===== config.mk =====
export PLATFORM = sky130hd
export DESIGN_NAME = conv_row_mac_engine
export DESIGN_NICKNAME = d
export VERILOG_FILES = /design/src/sv/cre_pkg.sv /design/src/sv/cre_ctrl.sv /design/src/sv/cre_datapath.sv /design/src/sv/conv_row_mac_engine.sv
export SDC_FILE = /design/constraint.sdc
export NUM_CORES = 2
export LEC_CHECK = 0
export ABC_AREA = 0
export ABC_CLOCK_PERIOD_IN_PS = 6970
export BUFFER_PORTS_ARGS = -buffer_cell sky130_fd_sc_hd__buf_2
export CAP_MARGIN = 15
export CELL_PAD_IN_SITES_DETAIL_PLACEMENT = 1
export CELL_PAD_IN_SITES_GLOBAL_PLACEMENT = 1
export CORE_MARGIN = 8
export CORE_UTILIZATION = 40
export CTS_CLUSTER_DIAMETER = 200
export DETAILED_ROUTE_END_ITERATION = 10
export GPL_TIMING_DRIVEN = 1
export PLACE_DENSITY_LB_ADDON = 0.15
export SLEW_MARGIN = 20
export SYNTH_ARGS = -nofsm -noshare
export SYNTH_HDL_FRONTEND = slang
export SYNTH_SLANG_ARGS = --single-unit

===== constraint.sdc =====
create_clock -name i_clk -period 6.97 [get_ports i_clk]
set_input_delay 1.394 -clock i_clk [delete_from_list [all_inputs] [get_ports i_clk]]
set_output_delay 1.394 -clock i_clk [all_outputs]
set_load 0.02 [all_outputs]

===== src/sv/cre_pkg.sv =====
// Shared types and constants for the convolution row MAC engine.
// Holds the item structs, the controller command and status structs and the state type.
// No dependencies.
`default_nettype none

package cre_pkg;

    // Layer geometry
    localparam int OUT_CHANNELS = 4;
    localparam int IN_CHANNELS  = 4;
    localparam int TAPS         = 3;
    localparam int OUT_COLS     = 6;
    localparam int OUT_ROWS     = 6;
    localparam int IN_ROWS      = 8;

    // Store depths and address widths
    localparam int W_DEPTH = OUT_CHANNELS * IN_CHANNELS * TAPS;
    localparam int A_DEPTH = IN_CHANNELS * IN_ROWS * OUT_COLS;
    localparam int WA_W    = $clog2(W_DEPTH);
    localparam int AA_W    = $clog2(A_DEPTH);

    // Output channels are walked in pairs
    localparam int MR_COUNT = (OUT_CHANNELS + 1) / 2;
    localparam int MR_W     = (MR_COUNT > 1) ? $clog2(MR_COUNT) : 1;

    typedef logic [WA_W-1:0]     t_waddr;
    typedef logic [AA_W-1:0]     t_aaddr;
    typedef logic [MR_W-1:0]     t_mr;
    typedef logic [1:0]          t_chan;
    typedef logic signed [15:0]  t_q88;
    typedef logic signed [31:0]  t_prod;
    typedef logic signed [35:0]  t_sum;

    typedef enum logic [1:0] {
        OP_WRITE_WEIGHT = 2'd0,
        OP_WRITE_ACT    = 2'd1,
        OP_COMPUTE      = 2'd2
    } t_op;

    typedef struct packed {
        logic [1:0]        operation;
        logic [1:0]        out_channel;
        logic [1:0]        in_channel;
        logic [1:0]        tap;
        logic [2:0]        in_row;
        logic [2:0]        in_col;
        logic [2:0]        out_row_sel;
        logic signed [15:0] value;
    } t_in_item;

    typedef struct packed {
        logic [1:0]         result_channel;
        logic [2:0]         result_row;
        logic [2:0]         result_col;
        logic signed [35:0] sum;
        logic               last;
    } t_out_item;

    typedef struct packed {
        logic start;
        logic wr_weight;
        logic wr_act;
        logic issue;
        logic next_result;
    } t_ctrl_cmd;

    typedef struct packed {
        logic out_busy;
        logic acc_done;
        logic term_last;
        logic result_last;
    } t_dp_status;

    typedef enum logic [1:0] {
        ST_IDLE,
        ST_WAIT_SLOT,
        ST_ISSUE,
        ST_DRAIN
    } t_state;

endpackage

`default_nettype wire


===== src/sv/cre_ctrl.sv =====
// Sequencing state machine of the convolution row MAC engine.
// Depends on cre_pkg for the state type, commands and status.
`default_nettype none

module cre_ctrl (
    input  wire logic               i_clk,
    input  wire logic               i_rst_n,
    input  wire logic               i_in_valid,
    input  wire cre_pkg::t_in_item  i_in_item,
    input  wire cre_pkg::t_dp_status i_status,
    output logic                    o_in_stall,
    output cre_pkg::t_ctrl_cmd      o_cmd
);

    cre_pkg::t_state r_state;
    cre_pkg::t_state n_state;

    always_ff @(posedge i_clk) begin
        if (!i_rst_n) begin
            r_state <= cre_pkg::ST_IDLE;
        end else begin
            r_state <= n_state;
        end
    end

    always_comb begin
        n_state    = r_state;
        o_cmd      = '0;
        o_in_stall = (r_state != cre_pkg::ST_IDLE);
        case (r_state)
            cre_pkg::ST_IDLE: begin
                if (i_in_valid) begin
                    case (i_in_item.operation)
                        cre_pkg::OP_WRITE_WEIGHT: begin
                            o_cmd.wr_weight = 1'b1;
                        end
                        cre_pkg::OP_WRITE_ACT: begin
                            o_cmd.wr_act = 1'b1;
                        end
                        cre_pkg::OP_COMPUTE: begin
                            // drop rows beyond the output
                            if (int'(i_in_item.out_row_sel) < cre_pkg::OUT_ROWS) begin
                                o_cmd.start = 1'b1;
                                n_state     = cre_pkg::ST_WAIT_SLOT;
                            end
                        end
                        default: begin
                        end
                    endcase
                end
            end
            cre_pkg::ST_WAIT_SLOT: begin
                if (!i_status.out_busy) begin
                    n_state = cre_pkg::ST_ISSUE;
                end
            end
            cre_pkg::ST_ISSUE: begin
                o_cmd.issue = 1'b1;
                if (i_status.term_last) begin
                    n_state = cre_pkg::ST_DRAIN;
                end
            end
            cre_pkg::ST_DRAIN: begin
                if (i_status.acc_done) begin
                    if (i_status.result_last) begin
                        n_state = cre_pkg::ST_IDLE;
                    end else begin
                        o_cmd.next_result = 1'b1;
                        n_state           = cre_pkg::ST_WAIT_SLOT;
                    end
                end
            end
            default: begin
                n_state = cre_pkg::ST_IDLE;
            end
        endcase
    end

endmodule

`default_nettype wire


===== src/sv/cre_datapath.sv =====
// Datapath of the convolution row MAC engine: weight and activation stores,
// index counters, one pipelined multiply-accumulate unit and the output register.
// Depends on cre_pkg.
`default_nettype none

module cre_datapath (
    input  wire logic                i_clk,
    input  wire logic                i_rst_n,
    input  wire cre_pkg::t_in_item   i_in_item,
    input  wire cre_pkg::t_ctrl_cmd  i_cmd,
    input  wire logic                i_out_stall,
    output cre_pkg::t_dp_status      o_status,
    output logic                     o_out_valid,
    output cre_pkg::t_out_item       o_out_item
);

    // Stores
    cre_pkg::t_q88 r_wmem [cre_pkg::W_DEPTH];
    cre_pkg::t_q88 r_amem [cre_pkg::A_DEPTH];
    cre_pkg::t_q88 r_w_rd;
    cre_pkg::t_q88 r_a_rd;

    // Index counters
    logic [2:0]     r_p;
    cre_pkg::t_mr   r_mr;
    logic           r_mc;
    logic [2:0]     r_q;
    logic [1:0]     r_c;
    logic [1:0]     r_r;

    // MAC pipeline
    logic           r_s1_valid;
    logic           r_s1_live;
    logic           r_s1_first;
    logic           r_s1_last;
    logic           r_s2_valid;
    logic           r_s2_first;
    logic           r_s2_last;
    cre_pkg::t_prod r_prod;
    cre_pkg::t_sum  r_acc;
    cre_pkg::t_sum  n_acc;

    // Output register
    logic               r_out_valid;
    cre_pkg::t_out_item r_out;

    cre_pkg::t_chan  m_cur;
    logic            pair_full;
    logic            term_first;
    logic            term_last;
    logic            result_last;
    logic            acc_done;
    logic [3:0]      h_cur;
    logic            h_live;
    cre_pkg::t_waddr w_rd_addr;
    cre_pkg::t_aaddr a_rd_addr;
    cre_pkg::t_waddr w_wr_addr;
    cre_pkg::t_aaddr a_wr_addr;
    logic            w_wr_ok;
    logic            a_wr_ok;

    assign m_cur     = cre_pkg::t_chan'(2 * int'(r_mr) + int'(r_mc));
    assign pair_full = (2 * int'(r_mr) + 1) < cre_pkg::OUT_CHANNELS;

    assign term_first  = (r_c == '0) && (r_r == '0);
    assign term_last   = (int'(r_c) == cre_pkg::IN_CHANNELS - 1)
                      && (int'(r_r) == cre_pkg::TAPS - 1);
    assign result_last = (int'(r_mr) == cre_pkg::MR_COUNT - 1)
                      && (int'(r_q) == cre_pkg::OUT_COLS - 1)
                      && (r_mc || !pair_full);

    assign h_cur  = {1'b0, r_p} + {2'b00, r_r};
    assign h_live = int'(h_cur) < cre_pkg::IN_ROWS;

    assign w_rd_addr = cre_pkg::t_waddr'((int'(m_cur) * cre_pkg::IN_CHANNELS + int'(r_c))
                                         * cre_pkg::TAPS + int'(r_r));
    assign a_rd_addr = cre_pkg::t_aaddr'((int'(r_c) * cre_pkg::IN_ROWS + int'(h_cur))
                                         * cre_pkg::OUT_COLS + int'(r_q));

    assign w_wr_addr = cre_pkg::t_waddr'((int'(i_in_item.out_channel) * cre_pkg::IN_CHANNELS
                                          + int'(i_in_item.in_channel)) * cre_pkg::TAPS
                                         + int'(i_in_item.tap));
    assign a_wr_addr = cre_pkg::t_aaddr'((int'(i_in_item.in_channel) * cre_pkg::IN_ROWS
                                          + int'(i_in_item.in_row)) * cre_pkg::OUT_COLS
                                         + int'(i_in_item.in_col));

    assign w_wr_ok = (int'(i_in_item.out_channel) < cre_pkg::OUT_CHANNELS)
                  && (int'(i_in_item.in_channel) < cre_pkg::IN_CHANNELS)
                  && (int'(i_in_item.tap) < cre_pkg::TAPS);
    assign a_wr_ok = (int'(i_in_item.in_channel) < cre_pkg::IN_CHANNELS)
                  && (int'(i_in_item.in_row) < cre_pkg::IN_ROWS)
                  && (int'(i_in_item.in_col) < cre_pkg::OUT_COLS);

    always_ff @(posedge i_clk) begin
        if (i_cmd.wr_weight && w_wr_ok) begin
            r_wmem[w_wr_addr] <= i_in_item.value;
        end
        r_w_rd <= r_wmem[w_rd_addr];
    end

    always_ff @(posedge i_clk) begin
        if (i_cmd.wr_act && a_wr_ok) begin
            r_amem[a_wr_addr] <= i_in_item.value;
        end
        r_a_rd <= r_amem[a_rd_addr];
    end

    // Counters: term index inner, result index outer
    always_ff @(posedge i_clk) begin
        if (!i_rst_n) begin
            r_p  <= '0;
            r_mr <= '0;
            r_mc <= 1'b0;
            r_q  <= '0;
            r_c  <= '0;
            r_r  <= '0;
        end else if (i_cmd.start) begin
            r_p  <= i_in_item.out_row_sel;
            r_mr <= '0;
            r_mc <= 1'b0;
            r_q  <= '0;
            r_c  <= '0;
            r_r  <= '0;
        end else begin
            if (i_cmd.issue) begin
                if (int'(r_r) == cre_pkg::TAPS - 1) begin
                    r_r <= '0;
                    if (int'(r_c) == cre_pkg::IN_CHANNELS - 1) begin
                        r_c <= '0;
                    end else begin
                        r_c <= r_c + 2'd1;
                    end
                end else begin
                    r_r <= r_r + 2'd1;
                end
            end
            if (i_cmd.next_result) begin
                if (!r_mc && pair_full) begin
                    r_mc <= 1'b1;
                end else begin
                    r_mc <= 1'b0;
                    if (int'(r_q) == cre_pkg::OUT_COLS - 1) begin
                        r_q  <= '0;
                        r_mr <= r_mr + cre_pkg::t_mr'(1);
                    end else begin
                        r_q <= r_q + 3'd1;
                    end
                end
            end
        end
    end

    // MAC pipeline control
    always_ff @(posedge i_clk) begin
        if (!i_rst_n) begin
            r_s1_valid <= 1'b0;
            r_s2_valid <= 1'b0;
        end else begin
            r_s1_valid <= i_cmd.issue;
            r_s2_valid <= r_s1_valid;
        end
    end

    assign n_acc = r_s2_first ? cre_pkg::t_sum'(r_prod)
                              : r_acc + cre_pkg::t_sum'(r_prod);

    always_ff @(posedge i_clk) begin
        r_s1_live  <= h_live;
        r_s1_first <= term_first;
        r_s1_last  <= term_last;
        r_s2_first <= r_s1_first;
        r_s2_last  <= r_s1_last;
        // rows beyond the store contribute zero
        r_prod     <= r_s1_live ? cre_pkg::t_prod'(r_w_rd) * cre_pkg::t_prod'(r_a_rd) : '0;
        if (r_s2_valid) begin
            r_acc <= n_acc;
        end
    end

    assign acc_done = r_s2_valid && r_s2_last;

    // Output register
    always_ff @(posedge i_clk) begin
        if (!i_rst_n) begin
            r_out_valid <= 1'b0;
        end else if (acc_done) begin
            r_out_valid <= 1'b1;
        end else if (r_out_valid && !i_out_stall) begin
            r_out_valid <= 1'b0;
        end
    end

    always_ff @(posedge i_clk) begin
        if (acc_done) begin
            r_out.result_channel <= m_cur;
            r_out.result_row     <= r_p;
            r_out.result_col     <= r_q;
            r_out.sum            <= n_acc;
            r_out.last           <= result_last;
        end
    end

    assign o_out_valid = r_out_valid;
    assign o_out_item  = r_out;

    assign o_status.out_busy    = r_out_valid;
    assign o_status.acc_done    = acc_done;
    assign o_status.term_last   = term_last;
    assign o_status.result_last = result_last;

    a_no_overwrite: assert property (@(posedge i_clk) disable iff (!i_rst_n)
        acc_done |-> !r_out_valid)
        else $error("sum landed on an occupied output register");

    a_advance_on_done: assert property (@(posedge i_clk) disable iff (!i_rst_n)
        i_cmd.next_result |-> acc_done)
        else $error("result counters advanced before the sum landed");

    a_drained: assert property (@(posedge i_clk) disable iff (!i_rst_n)
        acc_done |-> (!r_s1_valid && !i_cmd.issue))
        else $error("term of the next sum in flight at completion");

    a_no_issue_on_load: assert property (@(posedge i_clk) disable iff (!i_rst_n)
        i_cmd.issue |-> !(i_cmd.wr_weight || i_cmd.wr_act || i_cmd.start))
        else $error("store write or row start during term issue");

endmodule

`default_nettype wire


===== src/sv/conv_row_mac_engine.sv =====
// Convolution row MAC engine, top level. Store writes complete when accepted.
// A compute transaction yields 24 sums, one at a time; each sum waits for the output
// register to empty, then issues 12 multiply-accumulate terms through the single shared
// MAC, whose operand read and product registers feed the accumulator and the output
// register. The next transaction is accepted once the last sum is in the output register.
// Synchronous active-low reset clears control state only; the stores are not cleared.
`default_nettype none

module conv_row_mac_engine (
    input  wire logic               i_clk,
    input  wire logic               i_rst_n,
    // input channel
    input  wire logic               i_in_valid,
    input  wire cre_pkg::t_in_item  i_in_item,
    output logic                    o_in_stall,
    // result channel
    output logic                    o_out_valid,
    output cre_pkg::t_out_item      o_out_item,
    input  wire logic               i_out_stall
);

    // Controller to datapath: commands (start a row, write a store
    // entry, issue one term, advance to the next sum).
    cre_pkg::t_ctrl_cmd  cmd;
    // Datapath to controller: output slot busy, sum complete, last term of
    // the current sum, last sum of the row.
    cre_pkg::t_dp_status status;

    // The controller only accepts a transaction while idle; a compute
    // transaction holds the input side stalled until its final sum is in
    // the output register, which then drains independently.
    cre_ctrl u_ctrl (
        .i_clk      (i_clk),
        .i_rst_n    (i_rst_n),
        .i_in_valid (i_in_valid),
        .i_in_item  (i_in_item),
        .i_status   (status),
        .o_in_stall (o_in_stall),
        .o_cmd      (cmd)
    );

    // Stores, counters, MAC pipeline and output register. Sums leave in
    // pair order: channel pair outer, column, then channel within the pair.
    cre_datapath u_datapath (
        .i_clk       (i_clk),
        .i_rst_n     (i_rst_n),
        .i_in_item   (i_in_item),
        .i_cmd       (cmd),
        .i_out_stall (i_out_stall),
        .o_status    (status),
        .o_out_valid (o_out_valid),
        .o_out_item  (o_out_item)
    );

endmodule

`default_nettype wire

# Word level (Yosys, flattened, before mapping)
# Memory sizes are Yosys's and may differ from the RTL's. A register that Yosys moved wholly into a read port is not among the register bits.
# Cells that the tools add are included.
[word_totals] n_memories=2 regBits=135 mem_bits_rw=3840 in_bits=37 wordCells=119 output_inout_bits=47
[op_classes] n_addsub=16 eq_ne=14 mux=29 n_mul=5 reduce_logical=24 bitwise=2 magnitude_cmp=5
[memory_table] memory="u_datapath.r_amem" depth=192 width=16 read_ports=1 rd_clocked_by_memory_dff=1 write_ports=1 line="cre_datapath.sv:19" rtl="cre_pkg::t_q88 r_amem [cre_pkg::A_DEPTH];"
[memory_table] memory="u_datapath.r_wmem" depth=48 width=16 read_ports=1 rd_clocked_by_memory_dff=1 write_ports=1 line="cre_datapath.sv:18" rtl="cre_pkg::t_q88 r_wmem [cre_pkg::W_DEPTH];"
[op_table] op="32-bit by 3-bit multiplier with 6-bit output (second input constant)" count=2
[op_table] op="32-bit by 3-bit multiplier with 7-bit output (second input constant)" count=2
[op_table] op="36-bit by 32-bit adder with 36-bit output" count=1
[op_table] op="36-bit two-way mux" count=1
[op_table] op="32-bit by 4-bit < comparator with 1-bit output (second input constant)" count=1
[op_table] op="16-bit by 16-bit multiplier with 32-bit output" count=1
[op_table] op="8-bit by 4-bit adder with 8-bit output" count=2
[op_table] op="1-bit two-way mux" count=16
[op_table] op="2-bit two-way mux" count=8
[op_table] op="6-bit by 3-bit adder with 6-bit output" count=2
[op_table] op="4-bit by 2-bit adder with 5-bit output" count=2
[op_table] op="1-bit logical AND" count=9
[op_table] op="3-bit two-way mux" count=3
[op_table] op="2-bit == test (second input constant)" count=4
[op_table] op="2-bit logical NOT" count=4
[op_table] op="2-bit one-hot mux with 4 select lines" count=1
[op_table] op="5-bit by 3-bit adder with 6-bit output" count=1
[op_table] op="5-bit by 4-bit adder with 6-bit output" count=1
[op_table] op="2-bit by 1-bit == test with 1-bit output (second input constant)" count=3
[op_table] op="3-bit < comparator (second input constant)" count=2
[op_table] op="2-bit by 1-bit inequality test with 1-bit output (second input constant)" count=3
[op_table] op="2-bit inequality test (second input constant)" count=3
[op_table] op="6-bit AND reduction" count=1
[op_table] op="2-bit by 1-bit adder with 2-bit output (second input constant)" count=2
[op_table] op="15 further kinds" count=20

# Longest topological paths before layout
[logic_depth] ltp_word=9 ltp_mapped=22 depth_no_buf=21

# Hierarchy
# Synthesis repeated with hierarchy kept, for this count alone.
[unflattened] hier_cells=7745 area_unflattened_um2=164771.8
[by_module_without_submodules] module="cre_datapath" seq_area_each_um2=119424.5 area_each_um2=164535.3 instances=1 cells_each=7715
[by_module_without_submodules] module="cre_ctrl" seq_area_each_um2=40.0 area_each_um2=236.5 instances=1 cells_each=30

# Worst setup path after synthesis
# No wires, ideal clock.
[synth_timing] path_type="reg2reg" start="reg u_datapath.r_w_rd[15] (read register of u_datapath.r_wmem)" end="reg u_datapath.r_prod[28]" t_arrival_ns=5.988 path_stages_with_launch=21 setup_slack_ns=0.911 required_time_ns=6.898 n_path_buf=1 period_less_slack_ns=6.059 path_cell_list="dfxtp_1 clkbuf_1 nand2_1 inv_1 fa_1 fa_1 fa_1 fa_1 fa_1 inv_1 fa_1 inv_1 ha_1 a21o_1 a21o_1 a21o_1 a2111oi_0 o21ai_0 a211o_1 o31ai_1 mux2i_1"
[synth_via] elab_chain_cells=1
[synth_lines] item="start, declared" line="cre_datapath.sv:20" rtl="cre_pkg::t_q88 r_w_rd;"
[synth_lines] item="16-bit by 16-bit multiplier with 32-bit output" line="cre_datapath.sv:174" rtl="r_prod <= r_s1_live ? cre_pkg::t_prod'(r_w_rd) * cre_pkg::t_prod'(r_a_rd) : '0;"
[synth_lines] item="end signal, assigned" line="cre_datapath.sv:174"
[synth_lines] item="end, declared" line="cre_datapath.sv:39" rtl="cre_pkg::t_prod r_prod;"
# Every way passes these cells.
# A chain may end at the register's enable or synchronous reset.

# Final worst setup path
[layout_timing] start="reg u_datapath.r_w_rd[9] (read register of u_datapath.r_wmem)" end="reg u_datapath.r_prod[31]"
# Same word-level chain as after synthesis.

==> results list <==
* Antenna violations before repair: 22
* Maximum number of pins on one net before global-route repair: 185
* Sequential share of power: 29.7%
- For this design, the CTS-stage hold fixing added 0 buffers.
* Buffers on Ports: 83
- After floorplanning, the core was sized to cover 412000 um^2.
* Net switching component of the power: 34.7 mW
- STA classifies the critical path endpoint as a register.
- Synthesis produced 7734 cells.
- Normalized max-slew margin: 11.6%
- Worst supply voltage drop on vdd: 2230 uV
- Across the run, the number of max-cap violations was 0.
- Area growth from synthesis to layout: 14.4%
* Routability congestion estimate from global placement: 0.792
- After layout, the design draws a total of 92.7 mW.
* PD cells: 491 nW/um^2
- Summing every instance area after synthesis gives 165000 um^2.
- Buffers inserted during clock tree synthesis total 421.
* Post-route minimum period: 6640 ps
* Setup slack at placement: 190 ps
* Largest area contributor in the synthesized netlist: sky130_fd_sc_hd__edfxtp_1
* Count of vias placed by the detailed router: 79534
- Startpoint type of the worst setup path: register
- Proportion of netlist area held by the largest area contributor: 71.4%
* Leading cell type in the layout, fill and taps excluded: sky130_fd_sc_hd__edfxtp_1
* Cell Area, Placed: 175000 um^2
* Global-route wire length before repair: 640 mm
* Half-perimeter wire length of the detailed placement result: 270 mm
- Fraction of registers with async set/reset: 0%
* Leakage: 60.3 nW
- Switching share of total power: 37.4%
- Total number of placement rows: 236
- Fraction of layout instances using a drive strength above 1: 28.7%
* Status: complete, no violations
* Highest fanout seen on the critical path: 16
- Counting cells, the worst reg-to-reg path comes to 18.
- Average wire length per cell after detail routing: 31.7 um
- Clock skew after layout: 77.5 ps
* Combinational fraction of design power: 46.6%
- FF+latch count, synth: 4007
- When the netlist entered floorplanning its net count stood at 8213.
- The clock passes through at most 4 buffers.
- The first routing iteration left 7174 violations.
* Final wirelength: 448 mm
* Leading post-synthesis cells by cell area: sky130_fd_sc_hd__edfxtp_1 71%, sky130_fd_sc_hd__mux4_2 17%, sky130_fd_sc_hd__fa_1 3.3%
- Sequential elements use 72.4% of the synthesized area.
- RSZ-0062 raised after global routing: no
- Commonest non-fill, non-tap cells in the layout: 3921 x sky130_fd_sc_hd__edfxtp_1, 1221 x sky130_fd_sc_hd__mux4_2, 424 x sky130_fd_sc_hd__clkbuf_16
- R2r startpoint: u_datapath.r_w_rd[9]
- Worst Hold Path Cells: 0
* Syn. warnings: 0
- Clock Sinks: 4007
- Portion of the clock cycle consumed by the worst path in the final layout: 95.2%
- Dividing the detail-routed via count by the number of cells gives 5.62.
* 1st-pass router iterations: 7
- Summing all non-filler instances in the final layout gives an area of 189000 um^2.
- Total gr overflow: 0
- For the worst-skew pair, the clock arrives at the later sink with an insertion delay of 980 ps.
* Actual transition at the worst max-transition pin: 1330 ps
- The worst hold path begins at u_datapath.r_s1_last.
* Via count of the first global-routing pass: 84604
* Post-CTS repair timing setup buffer count: 0
* Endpoint of the worst hold-timing path: u_datapath.r_s2_last
- Final hold vios: 0
* Highest Clock Rate: 151 MHz
* Post-synthesis average cell area: 21.3 um^2
- Synth Flop Type: sky130_fd_sc_hd__edfxtp_1
- Number of flops mapped to enable cells by yosys: 3921
* RR Endpoint: u_datapath.r_prod[31]
- CP Class: reg2reg
- Die height: 658 um
- Setup total negative slack on the finished layout was measured at 0 ps.
- TritonCTS clock tree: done
- In this run, the clock network consumes 23.7% of the power.
- Post-CTS repair changed the size of 0 cells.
* End-of-flow core utilization: 45.8%
- Clock-pin transition on the worst setup and hold timing paths: 60 ps
* Total setup violations reported at the end of the flow: 0
* PnR worst setup slack: 332 ps
- The cell sitting at the root of the clock tree is a sky130_fd_sc_hd__clkbuf_16.
- For the worst setup path, the data required time is 7770 ps.
- Data arrives at the worst endpoint at 7440 ps.
* Overall fraction of global-route tracks in use: 20.4%
- Max Slew Vio Count: 0
- Number of DRC violations after detailed routing: 0
- Net count reported at finish: 8775
* Initial core utilization: 40.0%
- The setup check on the worst reg-to-reg path leaves a slack of 330 ps.
- Once detail routing completed, the nets flagged for antenna violations numbered 0.
- Internal: 58.0 mW
- The die covers 433000 um^2.
* Count of distinct cell types in the synthesized netlist: 68
- I/O pin count: 84
* Die boundary width: 658 um
* Hold/Removal Path Class: reg2reg
* Level count of the clock H-tree: 5
-- cells by family (layout without fill, tap and decap cells) --
group	Yosys count	count (layout)	share of synthesized area [%]
flops	4007	4007	72.4
other cells	0	29	0
mux	1298	1298	17.2
compound gates	315	315	1.25
buf+inv	721	1635	1.77
fa+ha+maj	442	442	4.59
simple gates	877	877	2.43
xor+xnor	74	74	0.393
-- worst max-delay path, stage by stage (launching register included) --
cell                        delay [ps]
sky130_fd_sc_hd__dfxtp_1           730
sky130_fd_sc_hd__nand2_1           180
sky130_fd_sc_hd__fa_1              560
sky130_fd_sc_hd__fa_1              470
sky130_fd_sc_hd__fa_1              470
sky130_fd_sc_hd__fa_1              490
sky130_fd_sc_hd__inv_1              50
sky130_fd_sc_hd__fa_1              530
sky130_fd_sc_hd__inv_1              50
sky130_fd_sc_hd__fa_1              470
sky130_fd_sc_hd__inv_1              40
sky130_fd_sc_hd__ha_1              210
sky130_fd_sc_hd__a211o_1           300
sky130_fd_sc_hd__a2111oi_0         530
sky130_fd_sc_hd__o211ai_1          340
sky130_fd_sc_hd__a21oi_1           430
sky130_fd_sc_hd__nor4_1            170
sky130_fd_sc_hd__o311ai_0          370
sky130_fd_sc_hd__o21ai_0           140
-- layout make-up --
cell class,count,area [um^2]
flip-flops and latches,4007,119000
fillers,37280,223000
clock buffers,522,11000
diodes,29,72.6
clock inverters,253,2380
multi-input cells,3006,43000
well taps,5474,6850
inverters,343,1290
repair buffers,517,4540
-- routing by layer --
layer / global-route usage, % / part of all wire, %
met5: 0 / 0.0091
met4: 4.54 / 2.3
met2: 33.7 / 49
met3: 2.65 / 5.3
met1: 29.1 / 44
-- flip-flops by register name, summed over array words and instances (netlist names), 3 cells and up --
| register | count |
|---|---|
| u_datapath.o_out_item | 45 |
| u_datapath.r_a_rd | 16 |
| u_datapath.r_acc | 36 |
| u_datapath.r_amem | 3072 |
| u_datapath.r_p | 3 |
| u_datapath.r_prod | 32 |
| u_datapath.r_q | 3 |
| u_datapath.r_w_rd | 16 |
| u_datapath.r_wmem | 768 |
-- power groups by stage --
stage               combinational (mW)  sequential (mW)  clock [mW]
floorplan                         34.2             27.9           0
detailed placement                43.8             28.1           0
CTS                               43.8             27.5        22.5
global route                      47.6             27.5        23.3
finish                            43.2             27.5        21.9
global placement                  43.4             28.1           0
-- worst max path at each step --
stage,start,to,slack [ps],depth (start not counted)
6_report,u_datapath.r_w_rd[9],u_datapath.r_prod[31],330,18
4_1_cts,u_datapath.r_a_rd[5],u_datapath.r_prod[31],190,19
2_1_floorplan,u_datapath.r_w_rd[15],u_datapath.r_prod[28],910,20
3_5_place_dp,u_datapath.r_a_rd[5],u_datapath.r_prod[31],190,19
5_1_grt,u_datapath.r_a_rd[11],u_datapath.r_prod[28],10,19
3_3_place_gp,u_datapath.r_a_rd[5],u_datapath.r_prod[31],320,19
-- synthesized netlist by cell type, types with 36 or more instances --
cell,instances
sky130_fd_sc_hd__fa_1,271
sky130_fd_sc_hd__mux4_2,1221
sky130_fd_sc_hd__nor2_1,323
sky130_fd_sc_hd__o21ai_0,74
sky130_fd_sc_hd__buf_2,103
sky130_fd_sc_hd__edfxtp_1,3921
sky130_fd_sc_hd__a21o_1,36
sky130_fd_sc_hd__inv_1,343
sky130_fd_sc_hd__a21oi_1,73
sky130_fd_sc_hd__nand2_1,265
sky130_fd_sc_hd__and2_1,144
sky130_fd_sc_hd__clkbuf_1,220
sky130_fd_sc_hd__dfxtp_1,86
sky130_fd_sc_hd__buf_1,39
sky130_fd_sc_hd__ha_1,171
sky130_fd_sc_hd__xnor2_1,43
sky130_fd_sc_hd__mux2i_1,60
-- stage by stage --
step	hold WS (ps)	cells
6_report	335	14151
5_1_grt	356	14125
4_1_cts	337	14121
3_5_place_dp	323	13346
3_3_place_gp	312	13344
2_1_floorplan	310	7734
Power figures use the tool's default switching activity.
